[src/hw/rtl/bitmap_text_blitter_top_defines.svh]
// Assertion macros for the bitmap text blitter RTL.
// Needs a clock named clk and an active-low reset named arst_n in scope.
`ifndef BITMAP_TEXT_BLITTER_TOP_DEFINES_SVH
`define BITMAP_TEXT_BLITTER_TOP_DEFINES_SVH

`ifndef SYNTHESIS
`define BTB_ASSERT_IMP(lbl, ante, cons) \
	lbl: assert property (@(posedge clk) disable iff (!arst_n) (ante) |-> (cons)) \
		else $error("btb assertion failed");
`define BTB_ASSERT_NXT(lbl, ante, cons) \
	lbl: assert property (@(posedge clk) disable iff (!arst_n) (ante) |=> (cons)) \
		else $error("btb assertion failed");
`else
`define BTB_ASSERT_IMP(lbl, ante, cons)
`define BTB_ASSERT_NXT(lbl, ante, cons)
`endif

`endif

[src/hw/rtl/btb_pkg.sv]
// Shared types and constants of the bitmap text blitter.
// No dependencies.
`timescale 1ns / 1ps
package btb_pkg;

	localparam int GRID      = 16;
	localparam int ROW_BITS  = 4;
	localparam int BUF_LIMIT = 4096;

	typedef enum logic [1:0] {
		CMD_BEGIN      = 2'd0,
		CMD_LOAD_WIDTH = 2'd1,
		CMD_LOAD_PIXEL = 2'd2,
		CMD_DRAW       = 2'd3
	} btb_cmd_t;

	typedef enum logic [1:0] {
		ST_IDLE,
		ST_PIX_MERGE,
		ST_DRAW_HDR,
		ST_DRAW_ROWS
	} btb_state_t;

	localparam logic [2:0] REG_GLYPH_COUNT   = 3'd0;
	localparam logic [2:0] REG_GLYPH_HEIGHT  = 3'd1;
	localparam logic [2:0] REG_TRANSPARENT   = 3'd2;
	localparam logic [2:0] REG_DRAW_COLOR    = 3'd3;
	localparam logic [2:0] REG_ORIGIN_X      = 3'd4;
	localparam logic [2:0] REG_ORIGIN_Y      = 3'd5;
	localparam logic [2:0] REG_BUFFER_WIDTH  = 3'd6;
	localparam logic [2:0] REG_BUFFER_HEIGHT = 3'd7;

	typedef struct packed {
		logic [8:0]  glyph_count;
		logic [4:0]  glyph_height;
		logic [7:0]  transparent_value;
		logic [7:0]  draw_color;
		logic [15:0] origin_x;
		logic [15:0] origin_y;
		logic [12:0] buffer_width;
		logic [12:0] buffer_height;
	} btb_cfg_t;

endpackage

[src/hw/rtl/btb_regs.sv]
// APB register file holding the blitter configuration.
// Depends on btb_pkg.
`timescale 1ns / 1ps
module btb_regs (
	input  logic             clk,
	input  logic             arst_n,
	input  logic             psel,
	input  logic             penable,
	input  logic             pwrite,
	input  logic [4:0]       paddr,
	input  logic [31:0]      pwdata,
	output logic [31:0]      prdata,
	output logic             pready,
	output btb_pkg::btb_cfg_t cfg
);
	import btb_pkg::*;

	btb_cfg_t   cfg_q;
	logic [2:0] idx;
	logic       wr;

	assign idx    = paddr[4:2];
	assign wr     = psel && penable && pwrite;
	assign pready = 1'b1;
	assign cfg    = cfg_q;

	always_ff @(posedge clk or negedge arst_n) begin
		if (!arst_n) begin
			cfg_q.glyph_count       <= '0;
			cfg_q.glyph_height      <= 5'd16;
			cfg_q.transparent_value <= '0;
			cfg_q.draw_color        <= 8'd255;
			cfg_q.origin_x          <= '0;
			cfg_q.origin_y          <= '0;
			cfg_q.buffer_width      <= '0;
			cfg_q.buffer_height     <= '0;
		end else if (wr) begin
			unique case (idx)
				REG_GLYPH_COUNT:   cfg_q.glyph_count       <= pwdata[8:0];
				REG_GLYPH_HEIGHT:  cfg_q.glyph_height      <= pwdata[4:0];
				REG_TRANSPARENT:   cfg_q.transparent_value <= pwdata[7:0];
				REG_DRAW_COLOR:    cfg_q.draw_color        <= pwdata[7:0];
				REG_ORIGIN_X:      cfg_q.origin_x          <= pwdata[15:0];
				REG_ORIGIN_Y:      cfg_q.origin_y          <= pwdata[15:0];
				REG_BUFFER_WIDTH:  cfg_q.buffer_width      <= pwdata[12:0];
				REG_BUFFER_HEIGHT: cfg_q.buffer_height     <= pwdata[12:0];
			endcase
		end
	end

	always_comb begin
		unique case (idx)
			REG_GLYPH_COUNT:   prdata = 32'(cfg_q.glyph_count);
			REG_GLYPH_HEIGHT:  prdata = 32'(cfg_q.glyph_height);
			REG_TRANSPARENT:   prdata = 32'(cfg_q.transparent_value);
			REG_DRAW_COLOR:    prdata = 32'(cfg_q.draw_color);
			REG_ORIGIN_X:      prdata = 32'(cfg_q.origin_x);
			REG_ORIGIN_Y:      prdata = 32'(cfg_q.origin_y);
			REG_BUFFER_WIDTH:  prdata = 32'(cfg_q.buffer_width);
			REG_BUFFER_HEIGHT: prdata = 32'(cfg_q.buffer_height);
		endcase
	end

endmodule

[config.mk]
export PLATFORM = sky130hd
export DESIGN_NAME = btb_regs
export DESIGN_NICKNAME = d
export VERILOG_FILES = /design/src/hw/rtl/bitmap_text_blitter_top_defines.svh /design/src/hw/rtl/btb_pkg.sv /design/src/hw/rtl/btb_regs.sv
export SDC_FILE = /design/constraint.sdc
export NUM_CORES = 1
export LEC_CHECK = 0
export ABC_AREA = 0
export BUFFER_PORTS_ARGS = -buffer_cell sky130_fd_sc_hd__buf_2
export CAP_MARGIN = 20
export CORE_MARGIN = 3
export CORE_UTILIZATION = 30
export CTS_CLUSTER_SIZE = 8
export DETAILED_ROUTE_END_ITERATION = 12
export PLACE_DENSITY_LB_ADDON = 0.3
export SLEW_MARGIN = 10
export SYNTH_ARGS = -nofsm -noshare
export SYNTH_HDL_FRONTEND = slang
export SYNTH_SLANG_ARGS = --single-unit
[constraint.sdc]
create_clock -name clk -period 1.6 [get_ports clk]
set_input_delay 0.24 -clock clk [delete_from_list [all_inputs] [get_ports clk]]
set_output_delay 0.24 -clock clk [all_outputs]
set_load 0.005 [all_outputs]
After elaboration in Yosys (flattened, before gate mapping)

Cells that the tools add are included.

Flip-flop bits (word level): 88
Input bits: 42
Output and inout bits: 121
Logic and storage cells: 27

Equal/unequal tests: 7
Multiplexer cells: 1
Reductions and logical operators: 11

Operators by type and width:

| kind                                                | number |
|---|---|
| case mux 32 bit (8 select lines)                    | 1 |
| AND reduction 2 bit                                 | 8 |
| equality test 3 bit, second input constant          | 4 |
| equality test 3 x 2 -> 1 bit, second input constant | 2 |
| equality test 3 x 1 -> 1 bit, second input constant | 1 |
| zero test 3 bit                                     | 1 |
| logical AND 1 bit                                   | 2 |

Depth between registers and ports, before layout

Depth after elaboration: 3
Depth in mapped cells: 6
Mapped depth without buffers: 3

Worst setup path before layout

OpenSTA, ideal clock, no wires.

Path type: input-to-output
From: in paddr[2]
To: out prdata[6]
Arrival: 1.242 ns
Data required time: 1.360 ns
Path slack: 0.118 ns
Cell stages on the path: 4
Path buffers: 2
Cells stage by stage: buf_4 > buf_4 > mux4_2 > o21a_1

Longest elaborated chain between the ends: 2
Elaborated cells on any way between the ends: 9
Classes of those cells: eq/ne (7); mux (1); reduce/logical (1)

Ends and longest elaborated chain:

| element                                     | RTL line       | RTL |
|---|---|---|
| from (decl)                                 | btb_regs.sv:10 | `input logic [4:0] paddr,` |
| equality test 3 bit (tied with other cells) | btb_regs.sv:52 | `unique case (idx)` |
| case mux 32 bit (8 select lines) *          | btb_regs.sv:52 |  |
| to (decl)                                   | btb_regs.sv:12 | `output logic [31:0] prdata,` |

Mark *: on every way between the ends. The rest lies on a longest branch, timed or not. The select of a mux whose other input is x is not followed.

Worst setup path in the final report

From: reg cfg_q, in the netlist cfg[48]
To: out prdata[6]

Longest elaborated chain between the ends: 1

Ends and longest elaborated chain:

| element                          | RTL line       | RTL |
|---|---|---|
| from (decl)                      | btb_regs.sv:18 | `btb_cfg_t cfg_q;` |
| case mux 32 bit (8 select lines) | btb_regs.sv:52 |  |

Every way passes these cells. The select of a mux whose other input is x is not followed.

==> impl_metrics.yaml <==
synthesis:
  synth_area_leaders: "dfrtp_1, mux2_2, dfstp_2"
  synth-simple-area-share_pct: 7.03
  synth_cell_types: 40
  synthAdderAreaFrac_pct: 0
  synth_edf_count: 0
  synthFlopType: "dfrtp_1"
  muxShareOfSynthArea_pct: 31.0
  yosysWarnings: 0
  syn-mean-instance-area_sq_um: 13.9
  ys_ff_latch: 88
  synthXorXnorAreaFrac_pct: 0
  yosysSeqAreaShare_pct: 51.4
  synth_most_common_cell: "mux2_2"
  synth_area_sq_um: 4310
  synth_top_area_share_pct: 45.9
  async_flop_share_pct: 100
  yosys-top-cells-count: "mux2_2, dfrtp_1, buf_4"
  synth_top_family_by_area: "multiplexers"
  yosys.area.top_type: "dfrtp_1"
  synth_compound_area_share_pct: 4.82
  synthCells: 310
sta:
  finalSetupViolCount: 10
  min_period_over_period_pct: 110
  rsz0062_at_grt: "true"
  max_freq_mhz: 568
  hold_ws_ps: 142
  finalHoldViolations: 0
  fin_ws_ps: -160
  fin_crit_ps: 1760
  finalMaxSlewViolations: 0
  fin_skew_ps: 0
place:
  port_buffers: 127
  dp_hpwl_um: 9140
  pre_cts_ws_ps: -162
  placed_cells: 640
  routabilityCongestion: 0.818
layout:
  fin_nets: 545
  drive_above_1_share_pct: 68.1
  largest_reg_flops: 88
  n_antenna_cell: 0
  stdcell_count: 688
  final_util_pct: 43.6
  area_delta_synth_final_pct: 41.7
detailed_routing:
  drt-initial-drc-count: 56
  dr.pass1.iters: 4
  avgViaCountPerCell: 4.71
  drtAntennaViolNets: 0
  vias: 3238
  detail_route.wirelength_um: 12300
  drcViolationCount: 0
  wl_per_cell_um: 17.8
power_and_ir_drop:
  p_leak_nw: 3.07
  intPower_w: 0.00540
  p_sw_w: 0.00189
  clkPwrFrac_pct: 33.2
  combPwrFrac_pct: 25.5
  ir_worst_vdd_v: 0.000666
  power.density_nw_per_um2: 1190
  p_seq_share_pct: 41.3
  p_sw_share_pct: 25.9
worst_setup_path:
  crit_chain: "mux4_2 > o21a_1 > buf_2"
  crit_required_ps: 1360
  rrSetupSlack_ps: 710
  arrival_ps: 1520
  cp-end-kind: "output pin"
  cp_max_fo: 3
  startpoint_type: "register"
  max_stage_delay_ps: 490
  critPathKind: "register to output pin"
  cpMaxStageDelayCell: "mux4_2"
clock_network:
  htree_levels: 3
  cts.clk_slew.worst_paths_ps: 60
  cts_tree: "yes"
  clk_path_buf_depth: 2
  cts-root-buf: "clkbuf_16"
  cts_buffers: 9
  cts_sinks: 88
  clock_latency_ps: 340
global_route:
  grt_overflow: 0
  grt_max_degree: 38
  grt_usage_pct: 15.6
  grt_pass1_vias: 3386
  grt_pass1_wl_um: 19100
  antenna_found_initial: 0
run:
  cap_viol_max_count: 0
outcome:
  outcome: "finished with violations"
  violations: "setup timing"
die:
  num_io_pins: 163
  initial_core_util_pct: 30.8
  die_w_um: 126
  std_cell_rows: 43
  die_area_sq_um: 15800
  core_sq_um: 14000
  die_h_um: 126
worst_hold_path:
  hold_path_class: "primary input to register"
-- logic make-up (layout without fill, tap and decap cells) --
logic type,Yosys count,count (layout)
mux,111,111
flops,88,88
compound gates,28,28
buf+inv,35,218
simple gates,46,46
other cells,2,17
-- per-stage QoR --
| step | total power, W | cell area, sq um | TNS [ps] |
|---|---|---|---|
| after floorplan | 0.00380 | 4360 | 0 |
| after global placement | 0.00458 | 5390 | -4380 |
| after detailed placement | 0.00464 | 5390 | -4060 |
| after CTS | 0.00726 | 5940 | -993 |
| after global routing | 0.00768 | 6110 | -1460 |
| final | 0.00728 | 6110 | -785 |
-- repair_timing --
action                                  CTS  global route
cloned                                    0             0
endpoints found under the setup margin   13            13
setup buffers                            18            13
endpoints found under the hold margin    20             0
hold buffers                              1             0
pin swaps                                11             7
gates resized for setup                  10            19
-- cell usage in the layout, fill, tap and decap left out, types with 7 or more instances in the layout --
| master | n |
|---|---|
| dfstp_2 | 9 |
| mux2_2 | 81 |
| buf_4 | 65 |
| nor2_1 | 11 |
| clkbuf_16 | 9 |
| buf_12 | 7 |
| mux2i_1 | 14 |
| mux2_4 | 10 |
| dfrtp_1 | 79 |
| conb_1 | 17 |
| buf_2 | 121 |
-- routing by layer --
| layer | GRT usage [%] | vias to the layer above | part of all wire (%) |
|---|---|---|---|
| met1 | 20.3 | 1636 | 44 |
| li1 | - | 1496 | - |
| met3 | 5.05 | 8 | 6.7 |
| met2 | 25.5 | 98 | 48 |
| met5 | 0 | - | 0 |
| met4 | 3.41 | 0 | 0.81 |
-- path summary, 6_finish.rpt --
| check | cells past startpoint | start | end |
|---|---|---|---|
| min in group asynchronous | 2 | arst_n | cfg[0]$_DFFE_PN0P_ |
| max in group asynchronous | 3 | arst_n | cfg[63]$_DFFE_PN1P_ |
| min | 2 | pwdata[15] | cfg[57]$_DFFE_PN0P_ |
| min reg2reg | 1 | cfg[69]$_DFFE_PN0P_ | cfg[69]$_DFFE_PN0P_ |
| max reg2reg | 2 | cfg[48]$_DFFE_PN0P_ | cfg[48]$_DFFE_PN0P_ |
| max | 3 | cfg[48]$_DFFE_PN0P_ | prdata[6] |
-- power groups by stage --
stage               registers [W]  clock network [W]  logic, W
floorplan                 0.00305                  0  0.000746
global placement          0.00305                  0   0.00153
detailed placement        0.00307                  0   0.00157
CTS                       0.00301            0.00250   0.00175
global route              0.00307            0.00259   0.00202
finish                    0.00301            0.00242   0.00185
-- final cells by class --
class,count,area [sq um]
Multi-Input combinational cell,202,2000
Clock buffer,13,250
Inverter,1,7.51
Fill cell,1324,7880
Tap cell,180,225
Sequential cell,88,2210
Clock inverter,3,90.1
Timing Repair Buffer,201,1320
-- critical path: cells and delay by family (launching register included) --
kind            cells  cell delay, ps
mux                 1             490
flops               1             390
compound gates      1             180
buf+inv             1             120
No activity file was read; power rests on OpenSTA's default activity.
