<file path="src/hw/rtl/bitmap_text_blitter_top_defines.svh">
// Assertion macros for the bitmap text blitter RTL.
// Needs a clock named clk and an active-low reset named arst_n in scope.
`ifndef BITMAP_TEXT_BLITTER_TOP_DEFINES_SVH
`define BITMAP_TEXT_BLITTER_TOP_DEFINES_SVH

`ifndef SYNTHESIS
`define BTB_ASSERT_IMP(lbl, ante, cons) \
	lbl: assert property (@(posedge clk) disable iff (!arst_n) (ante) |-> (cons)) \
		else $error("btb assertion failed");
`define BTB_ASSERT_NXT(lbl, ante, cons) \
	lbl: assert property (@(posedge clk) disable iff (!arst_n) (ante) |=> (cons)) \
		else $error("btb assertion failed");
`else
`define BTB_ASSERT_IMP(lbl, ante, cons)
`define BTB_ASSERT_NXT(lbl, ante, cons)
`endif

`endif

</file>
<file path="src/hw/rtl/btb_ram.sv">
// Generic single-port synchronous RAM with registered read.
// No dependencies.
`timescale 1ns / 1ps
module btb_ram #(
	parameter int WIDTH = 8,
	parameter int DEPTH = 16
) (
	input  logic                                  clk,
	input  logic                                  we,
	input  logic [(DEPTH > 1 ? $clog2(DEPTH) : 1)-1:0] addr,
	input  logic [WIDTH-1:0]                      wdata,
	output logic [WIDTH-1:0]                      rdata
);

	logic [WIDTH-1:0] mem [DEPTH];

	always_ff @(posedge clk) begin
		if (we) begin
			mem[addr] <= wdata;
		end
		rdata <= mem[addr];
	end

endmodule

</file>
<file path="config.mk">
export PLATFORM = sky130hd
export DESIGN_NAME = btb_ram
export DESIGN_NICKNAME = d
export VERILOG_FILES = /design/src/hw/rtl/bitmap_text_blitter_top_defines.svh /design/src/hw/rtl/btb_ram.sv
export SDC_FILE = /design/constraint.sdc
export NUM_CORES = 1
export LEC_CHECK = 0
export BUFFER_PORTS_ARGS = -buffer_cell sky130_fd_sc_hd__clkbuf_2
export CAP_MARGIN = 10
export CELL_PAD_IN_SITES_DETAIL_PLACEMENT = 0
export CELL_PAD_IN_SITES_GLOBAL_PLACEMENT = 2
export CORE_ASPECT_RATIO = 0.75
export CORE_UTILIZATION = 52
export DETAILED_ROUTE_END_ITERATION = 10
export GPL_ROUTABILITY_DRIVEN = 1
export PLACE_DENSITY = 0.89
export RECOVER_POWER = 100
export SYNTH_ARGS = -nofsm -noshare
export SYNTH_HDL_FRONTEND = slang
export SYNTH_SLANG_ARGS = --single-unit
</file>
<file path="constraint.sdc">
create_clock -name clk -period 3.2 [get_ports clk]
set_input_delay 0.16 -clock clk [delete_from_list [all_inputs] [get_ports clk]]
set_output_delay 0.16 -clock clk [all_outputs]
set_load 0.02 [all_outputs]
</file>
**Yosys cells after proc, flatten, opt, wreduce, memory -nomap -nowiden**

Memory sizes are Yosys's and may differ from the RTL's. A register that Yosys moved wholly into a read port is not among the register bits.
Index checks and enable logic that the tools add are counted.

- Register bits after elaboration: 0
- RAM bits: 128
- Input port bits: 14
- Output and inout bits: 8
- Word-level logic and storage cells: 3
- Memories kept: 1

Memory list:

| memory | depth | bits a word | rd ports | clocked after memory_dff | write ports | line | RTL |
|---|---|---|---|---|---|---|---|
| mem | 16 | 8 | 1 | 1 | 1 | btb_ram.sv:15 | `logic [WIDTH-1:0] mem [DEPTH];` |

- Multiplexer cells: 2

Operator list:

| kind | number |
|---|---|
| 2-to-1 mux 1 bit | 2 |

**Logic depth before layout (Yosys ltp)**

Gate-level depths: netlist of the first run.

- Depth in word-level cells: 2
- Gate-level depth with buffers: 5
- Depth with buffers taken out: 3

**Least setup slack after synthesis of the first run**

Ideal clock, no wire load.

- Kind: input-to-reg
- From: input addr[2] in the netlist's numbering
- To: memory mem[0][0], enable pin
- Library setup time: 0.383 ns
- Arrival: 1.270 ns
- Required time: 2.817 ns
- Path slack: 1.547 ns
- Stages: 2
- Buffers on the path: 0
- Cells stage by stage: or3b_2 > nor3_1

RTL lines:

| element | line | RTL |
|---|---|---|
| start: declaration | btb_ram.sv:10 | `input logic [(DEPTH > 1 ? $clog2(DEPTH) : 1)-1:0] addr,` |
| end: declaration | btb_ram.sv:15 |  |

No word-level cell before the write port.

**Worst setup path in the final report of the first run**

- From: input addr[1] in the netlist's numbering
- To: memory mem[2][7], enable pin

No word-level cell before the write port.

==> results of run 1 <==
registers in the layout, indices dropped and copies added, names as in the netlist:
| signal | cells |
|---|---|
| mem | 128 |
| rdata | 8 |
through the flow:
stage	cell area [sq um]	util [%]	cells	hold WS, ns	power (mW)
after global routing	5950	64.4	414	0.313	4.37
after global placement	5380	58.2	382	0.575	2.23
final	5950	64.4	414	0.258	4.25
after detailed placement	5380	58.2	382	0.575	2.23
after CTS	6010	65.1	414	0.157	4.29
after floorplan	5070	-	230	0.259	2.15
power groups by stage:
stage / Clock, mW / Combinational, mW / Sequential, mW
after floorplan: 0 / 0.103 / 2.05
after global placement: 0 / 0.192 / 2.04
after detailed placement: 0 / 0.195 / 2.04
after CTS: 2.09 / 0.196 / 2.00
after global routing: 2.16 / 0.205 / 2.01
final: 2.06 / 0.187 / 2.00
cells by family after synthesis:
kind of cell / count (synthesis)
flops: 136
mux: 32
simple gates: 35
buf+inv: 11
compound gates: 16
cell type report:
| class | instances | share of cell area [%] |
|---|---|---|
| multi-input combinational | 83 | 16.9 |
| clock buffer | 18 | 7.22 |
| tap | 128 | 2.69 |
| clock inverter | 14 | 3.45 |
| sequential | 136 | 67.3 |
| timing repair buffer | 35 | 2.42 |
synthesized netlist by cell type (4+ instances only):
master                     count
sky130_fd_sc_hd__a22oi_1      16
sky130_fd_sc_hd__buf_1         4
sky130_fd_sc_hd__dfxtp_1       8
sky130_fd_sc_hd__edfxtp_1    128
sky130_fd_sc_hd__mux4_2       32
sky130_fd_sc_hd__nand2_1       9
sky130_fd_sc_hd__nor2_1       13
sky130_fd_sc_hd__nor3_1        4
layout by cell type, fill, tap and decap left out:
cell	n
sky130_fd_sc_hd__dfxtp_1	8
sky130_fd_sc_hd__clkbuf_1	30
sky130_fd_sc_hd__nor2_1	13
sky130_fd_sc_hd__or3b_2	1
sky130_fd_sc_hd__clkinvlp_4	3
sky130_fd_sc_hd__clkinv_1	1
sky130_fd_sc_hd__nand2b_1	2
sky130_fd_sc_hd__bufinv_16	5
sky130_fd_sc_hd__buf_4	2
sky130_fd_sc_hd__edfxtp_1	128
sky130_fd_sc_hd__nor3_1	4
sky130_fd_sc_hd__clkinv_4	1
sky130_fd_sc_hd__mux4_2	32
sky130_fd_sc_hd__clkbuf_2	4
sky130_fd_sc_hd__clkinv_2	4
sky130_fd_sc_hd__nand3b_1	2
sky130_fd_sc_hd__nor2b_1	2
sky130_fd_sc_hd__nand2_1	9
sky130_fd_sc_hd__clkbuf_16	17
sky130_fd_sc_hd__and2_1	1
sky130_fd_sc_hd__nand3_1	1
sky130_fd_sc_hd__a22oi_1	16
worst register-to-register path: cells and delay by family (launching register included):
family	cells	cell delay (ns)
DFF	1	0.38
AOI/OAI and AO/OA	1	0.24
muxes	1	0.50
and+or+nand+nor	1	0.16
layer usage:
| metal | track usage, % | up-vias | share of wire, % |
|---|---|---|---|
| li1 | - | 1049 | - |
| met3 | 7.52 | 15 | 9.2 |
| met1 | 29.6 | 1224 | 42 |
| met2 | 32.5 | 106 | 47 |
| met4 | 9.44 | 0 | 1.4 |
| met5 | 0 | - | 0 |
path summary, 6_finish.rpt:
kind | end | from | depth (start not counted) | slack [ns]
worst min-delay path | mem[15][2]$_DFFE_PP_ | wdata[2] | 1 | 0.26
worst max-delay path | mem[2][7]$_DFFE_PP_ | addr[1] | 4 | 1.21
worst min register to register | rdata[5]$_DFF_P_ | mem[12][5]$_DFFE_PP_ | 3 | 0.68
worst max register to register | rdata[4]$_DFF_P_ | mem[11][4]$_DFFE_PP_ | 3 | 1.78
==> results.md, run 1 <==
* Clock tree root driver cell: sky130_fd_sc_hd__clkbuf_16
* Count of cell types in the netlist at 18
* Setup-failing EPs final at 0
* FF+latch count, synth at 136
* PnR worst setup slack at 1.21 ns
* FILL cells at 670
* Via-per-instance ratio at 5.78
* Max-slew headroom at the worst pin at 21.4%
* Share of the cycle needed by the critical path after routing at 62.1%
* Combinational family with the most area after synthesis: multiplexers
* Setup total negative slack at 0 ns
* Multiplexer share of the synthesized area at 14.2%
* Synth Cell Area at 5070 sq um
* Worst min-delay path class: input port to register
* Post-synthesis adder-cell area fraction at 0%
* Fin Clk Skew at 0.00731 ns
* Final HPWL DP at 5.88 mm
* Relative contribution of sequential cells to total power at 47.2%
* Most used cell, CP: sky130_fd_sc_hd__clkbuf_1
* Count of TritonRoute iterations in the first routing pass at 5
* Htree depth at 4
* Drt initial violations at 161
* Global-route congestion overflow total at 0
* Crit path arrival time at 2.08 ns
* Quantity of I/O buffers inserted on ports at 21
* Number of endpoints with negative hold slack in the final report at 0
* Register area share after synthesis at 79.0%
* Area growth from synthesis to final layout at 17.3%
* TritonCTS clock tree: yes
* NetSw at 0.816 mW
* Max-capacitance violation count at 0
* Core Rows at 30
* Part of the power in the clock network at 48.4%
* Area of combinational cells with multiple inputs at 1000 sq um
* Kind of cell with the highest combined delay on the critical path: buffers and inverters
* Die width at 116 microns
* Combined buffer and inverter count along the critical path at 2
* Static Leakage at 1.90 nW
* Syn avg cell area at 22.0 sq um
* Setup repair after global routing missed its margin: false
* Post-Syn Instances at 230
* Wire length per cell after detailed routing at 22.7 microns
* Int Pwr at 3.43 mW
* Result of the run: complete, no violations
* Post-synthesis simple-gate area fraction at 3.21%
* Aggregate routed wire length at 9.42 mm
* Cell Pwr Density at 715 nW/um^2
* Part of the total power dissipated in combinational logic at 4.4%
* CP Data Required Time at 3.29 ns
* CTS sink count at 136
* Setup crit start kind: input port
* Core Region at 9230 sq um
* Final worst path period need at 1.99 ns
* Number of buffers inserted during clock tree synthesis at 17
* GRT Resource Usage Total at 21.8%
* Area taken by flip-flops and latches at 4000 sq um
* Switching share of power at 19.2%
* Top area cells in the synthesized netlist: sky130_fd_sc_hd__edfxtp_1, sky130_fd_sc_hd__mux4_2, sky130_fd_sc_hd__dfxtp_1, sky130_fd_sc_hd__a22oi_1, sky130_fd_sc_hd__nor2_1
* Kind of critical path: input port to register
* Post-CTS sizing at 0
* Slowest stage cell on the critical path: sky130_fd_sc_hd__clkbuf_1
* Post-CTS setup buffer count at 0
* Placement-stage worst setup slack at 1.04 ns
* Most used flip-flop cell after synthesis: sky130_fd_sc_hd__edfxtp_1
* Portion of synthesized cell area occupied by the leading cell type at 75.9%
* Total DRC errors in the routed layout at 0
* Pin count of the biggest net entering global routing at 23
* Initial antenna violation count at 0
* Maximum achievable frequency at 503 MHz
* Largest fanout of any net on the critical path at 22
* Maximum single-stage delay on the critical path at 0.84 ns
* Worst-case vdd ir drop at 0.655 mV
* Synthesized-area fraction occupied by xor and xnor cells at 0%
* Synth Net Count at 244
* RePlAce Congestion at 0.750
* Latest clock arrival within the worst-skew pair at 0.42 ns
* First-pass GRT wire length at 14.4 mm
* Share of flip-flops with an asynchronous set or reset after synthesis at 0%
* Starting utilization of the core area at 54.9%
* Antenna diode instance count at 0
* Number of global-route vias before repair at 2488
* IO Pins at 22
* Clock-pin slew reported for the worst setup and hold paths after clock tree synthesis at 0.06 ns
* Buffers from clock root to sink, at most at 2
* Vertical die dimension at 87.5 microns
* Final Max Slew Viols at 0
* Leading area contributor after synthesis: sky130_fd_sc_hd__edfxtp_1
* Transition time at the pin with the least slew margin at 1.18 ns
* Antenna violation net count after detailed routing at 0
* Number of warnings issued by yosys at 0
* Worst setup EP type: register
* Net count, final at 287
* CTS Hold Bufs at 0
* Number of vias after detailed routing at 2394
* Fraction of layout cells with a size suffix above 1 at 24.1%
* Crit-path cells: clkbuf_1 > nand2b_1 > nor2_1 > clkbuf_1
* Number of synthesized flops with an enable pin at 128
* Die area at 10100 sq um
* Synthesized-area fraction occupied by ao, oa, aoi and oai cells at 2.37%
Power figures use the tool's default switching activity.
==> run 2, diff against run 1 <==
--- a/config.mk
+++ b/config.mk
@@ -5,15 +5,16 @@
 export SDC_FILE = /design/constraint.sdc
 export NUM_CORES = 1
 export LEC_CHECK = 0
+export ABC_AREA = 1
 export BUFFER_PORTS_ARGS = -buffer_cell sky130_fd_sc_hd__clkbuf_2
 export CAP_MARGIN = 10
 export CELL_PAD_IN_SITES_DETAIL_PLACEMENT = 0
 export CELL_PAD_IN_SITES_GLOBAL_PLACEMENT = 2
 export CORE_ASPECT_RATIO = 0.75
-export CORE_UTILIZATION = 52
+export CORE_UTILIZATION = 40
 export DETAILED_ROUTE_END_ITERATION = 10
 export GPL_ROUTABILITY_DRIVEN = 1
-export PLACE_DENSITY = 0.89
+export PLACE_DENSITY = 0.84
 export RECOVER_POWER = 100
 export SYNTH_ARGS = -nofsm -noshare
 export SYNTH_HDL_FRONTEND = slang
==> constraint.sdc (replaced) <==
create_clock -name clk -period 2 [get_ports clk]
set_input_delay 0.1 -clock clk [delete_from_list [all_inputs] [get_ports clk]]
set_output_delay 0.1 -clock clk [all_outputs]
set_load 0.02 [all_outputs]
==> results.md, run 2 <==
* Placement-stage worst setup slack at 0.344 ns (-0.700 ns)
* Drt initial violations at 262 (+63%)
* Register bank with the most flops: mem
* First-pass GRT wire length at 20.6 mm (+43%)
* Global-route congestion overflow total at 0 (unchanged)
* Die width at 139 microns (+19%)
* Syn avg cell area at 10.2 sq um (-54%)
* Critical Path Source: addr[0]
* Share of the cycle needed by the critical path after routing at 73.6%
* Number of global-route vias before repair at 3579 (+44%)
* Setup-failing EPs final at 0 (unchanged)
* Overall power after layout at 6.69 mW (+57%)
* Total DRC errors in the routed layout at 6 (+6)
* Largest registers in the final layout: mem x128, rdata x8
* TritonCTS clock tree: yes
* Post-Syn Instances at 548 (+140%)
* Vertical die dimension at 104 microns (+19%)
* Worst min-delay path class: input port to register
* Top area cells in the synthesized netlist: sky130_fd_sc_hd__edfxtp_1, sky130_fd_sc_hd__nand2_1, sky130_fd_sc_hd__dfxtp_1, sky130_fd_sc_hd__inv_1, sky130_fd_sc_hd__nor2_1
* Final Max Slew Viols at 0 (unchanged)
* Register area share after synthesis at 71.6% (-7.4 points)
* FF+latch count, synth at 136 (unchanged)
* Post-CTS sizing at 0 (unchanged)
* Crit path arrival time at 1.52 ns (-0.56 ns)
* Core Region at 13700 sq um (+48%)
* Number of buffers inserted during clock tree synthesis at 17 (unchanged)
* Number of warnings issued by yosys at 0 (unchanged)
* Clock-pin slew reported for the worst setup and hold paths after clock tree synthesis at 0.06 ns (about the same)
* Net count, final at 601 (+110%)
* Aggregate routed wire length at 13.2 mm (+41%)
* Most used flip-flop cell after synthesis: sky130_fd_sc_hd__edfxtp_1
* Quantity of I/O buffers inserted on ports at 21 (unchanged)
* Largest fanout of any net on the critical path at 20 (-9.1%)
* Starting utilization of the core area at 40.8% (-14 points)
* Most frequent cells in the layout: sky130_fd_sc_hd__nand2_1, sky130_fd_sc_hd__edfxtp_1, sky130_fd_sc_hd__clkbuf_1
* IO Pins at 22 (unchanged)
* Htree depth at 4 (unchanged)
* Area growth from synthesis to final layout at 16.0%
* Synth Cell Area at 5590 sq um (+10%)
* Antenna violation net count after detailed routing at 0 (unchanged)
* Most used cell, CP: sky130_fd_sc_hd__clkbuf_1
* Maximum single-stage delay on the critical path at 0.38 ns (-0.46 ns)
* Setup total negative slack at 0 ns (unchanged)
* Non-filler cells, final at 774 (+87%)
* Leading area contributor after synthesis: sky130_fd_sc_hd__edfxtp_1
* Synth Net Count at 562 (+130%)
* Core Rows at 37 (+23%)
* Number of vias after detailed routing at 3557 (+49%)
* Start point of the worst hold path: addr[2]
* Kind of critical path: input port to register
* Latest clock arrival within the worst-skew pair at 0.41 ns (about the same)
* Number of endpoints with negative hold slack in the final report at 0 (unchanged)
* Fraction of layout cells with a size suffix above 1 at 6.51% (-18 points)
* Synth cell count leaders: sky130_fd_sc_hd__nand2_1, sky130_fd_sc_hd__edfxtp_1, sky130_fd_sc_hd__inv_1
* Wire length per cell after detailed routing at 17.1 microns (-25%)
* Clock tree root driver cell: sky130_fd_sc_hd__clkbuf_16
* Reg2reg start: mem[6][7]$_DFFE_PP_
* Post-CTS setup buffer count at 0 (unchanged)
* Transition time at the pin with the least slew margin at 1.07 ns (-0.111 ns)
* Buffers from clock root to sink, at most at 2 (unchanged)
* Worst-case vdd ir drop at 0.747 mV (+14%)
* Pin count of the biggest net entering global routing at 64 (+180%)
* Count of TritonRoute iterations in the first routing pass at 8 (+3)
* Initial antenna violation count at 0 (unchanged)
* PnR worst setup slack at 0.528 ns (-0.686 ns)
* Number of synthesized flops with an enable pin at 128 (unchanged)
* CTS Hold Bufs at 0 (unchanged)
* Cell Pwr Density at 1030 nW/um^2 (+44%)
* Share of flip-flops with an asynchronous set or reset after synthesis at 0% (unchanged)
* Final worst path period need at 1.47 ns
* Leading cell type in the layout, fill and taps excluded: sky130_fd_sc_hd__nand2_1
* Setup crit start kind: input port
* Max-slew headroom at the worst pin at 28.8% (+7.4 points)
* Die area at 14500 sq um (+43%)
* CP Data Required Time at 2.05 ns (-1.24 ns)
* Antenna diode instance count at 0 (unchanged)
* R2r setup slk at 0.95 ns (-0.83 ns)
* RePlAce Congestion at 0.817 (+8.8%)
* Count of cell types in the netlist at 11 (-7)
* Most frequently used cell type in the post-synthesis netlist: sky130_fd_sc_hd__nand2_1
* Max reg flops at 128 (unchanged)
* GRT Resource Usage Total at 19.8% (-2.0 points)
* Violations in the final reports: design-rule violations
* Worst setup EP type: register
* Fin Clk Skew at 0.00749 ns (+0.000172 ns)
* Setup repair after global routing missed its margin: false
* Final HPWL DP at 8.40 mm (+43%)
* Number of placed instances with taps included at 743 (+95%)
* Crit-path cells: clkbuf_1 > inv_2 > nand3_1 > nor2_1 > clkbuf_1
* WHS at 0.262 ns (+0.00388 ns)
* CTS sink count at 136 (unchanged)
* Maximum achievable frequency at 679 MHz
* Max-capacitance violation count at 0 (unchanged)
* Static Leakage at 2.71 nW (+43%)
* Via-per-instance ratio at 4.60 (-21%)
* Portion of synthesized cell area occupied by the leading cell type at 68.7% (-7.1 points)
* Result of the run: complete, but fails checks
* Slowest stage cell on the critical path: sky130_fd_sc_hd__clkbuf_1
-- run 2: changes by cell type in the layout (fill, tap and decap cells not counted), moves of 4 or more --
| cell | change |
|---|---|
| sky130_fd_sc_hd__nand2_1 | +337 |
| sky130_fd_sc_hd__nor3_1 | -4 |
| sky130_fd_sc_hd__inv_1 | +21 |
| sky130_fd_sc_hd__nor2_1 | +5 |
| sky130_fd_sc_hd__a22oi_1 | -16 |
| sky130_fd_sc_hd__mux4_2 | -32 |
-- run 2: stage by stage --
stage / utilization (%) / cell area [sq um]
floorplan: - / 5590
finish: 47.3 / 6480
detailed placement: 43.7 / 5990
global placement: 43.7 / 5990
global route: 47.3 / 6480
CTS: 48.0 / 6570
-- run 2: report_power, final --
group | leakage, nW | internal [mW] | switching [mW]
clock network | 0.281 | 1.94 | 1.13
registers | 1.22 | 3.19 | 0.0165
logic | 1.21 | 0.0991 | 0.307
total | 2.71 | 5.23 | 1.45
-- run 2: cells by family after synthesis --
group | synth area share (%)
and+or+nand+nor | 24.8
DFF | 71.6
buffers and inverters | 3.62
-- run 2: worst max-delay path: cells and delay by family --
family                 cells  cell delay (ns)
AND/OR/NAND/NOR            2             0.49
buffers and inverters      3             0.92
-- run 2: final cells by class --
type	instances	area, sq um
Multi-Input combinational cell	368	1390
Timing Repair Buffer	41	206
Tap cell	175	219
Clock inverter	13	154
Sequential cell	136	4000
Inverter	23	86.3
Fill cell	1265	7220
Clock buffer	18	429
-- run 2: final timing paths --
check / cells past startpoint / endpoint
setup / recovery: 5 / mem[4][6]$_DFFE_PP_
hold / removal: 7 / rdata[5]$_DFF_P_
setup reg to reg: 8 / rdata[7]$_DFF_P_
hold reg to reg: 8 / rdata[3]$_DFF_P_
-- run 2: layer usage --
metal | vias to the layer above | track usage, % | wire length (microns)
li1 | 1822 | - | -
met1 | 1654 | 30.2 | 6830
met2 | 79 | 27.9 | 5550
met3 | 2 | 4.33 | 817
met4 | 0 | 6.26 | 40
met5 | - | 0 | 0
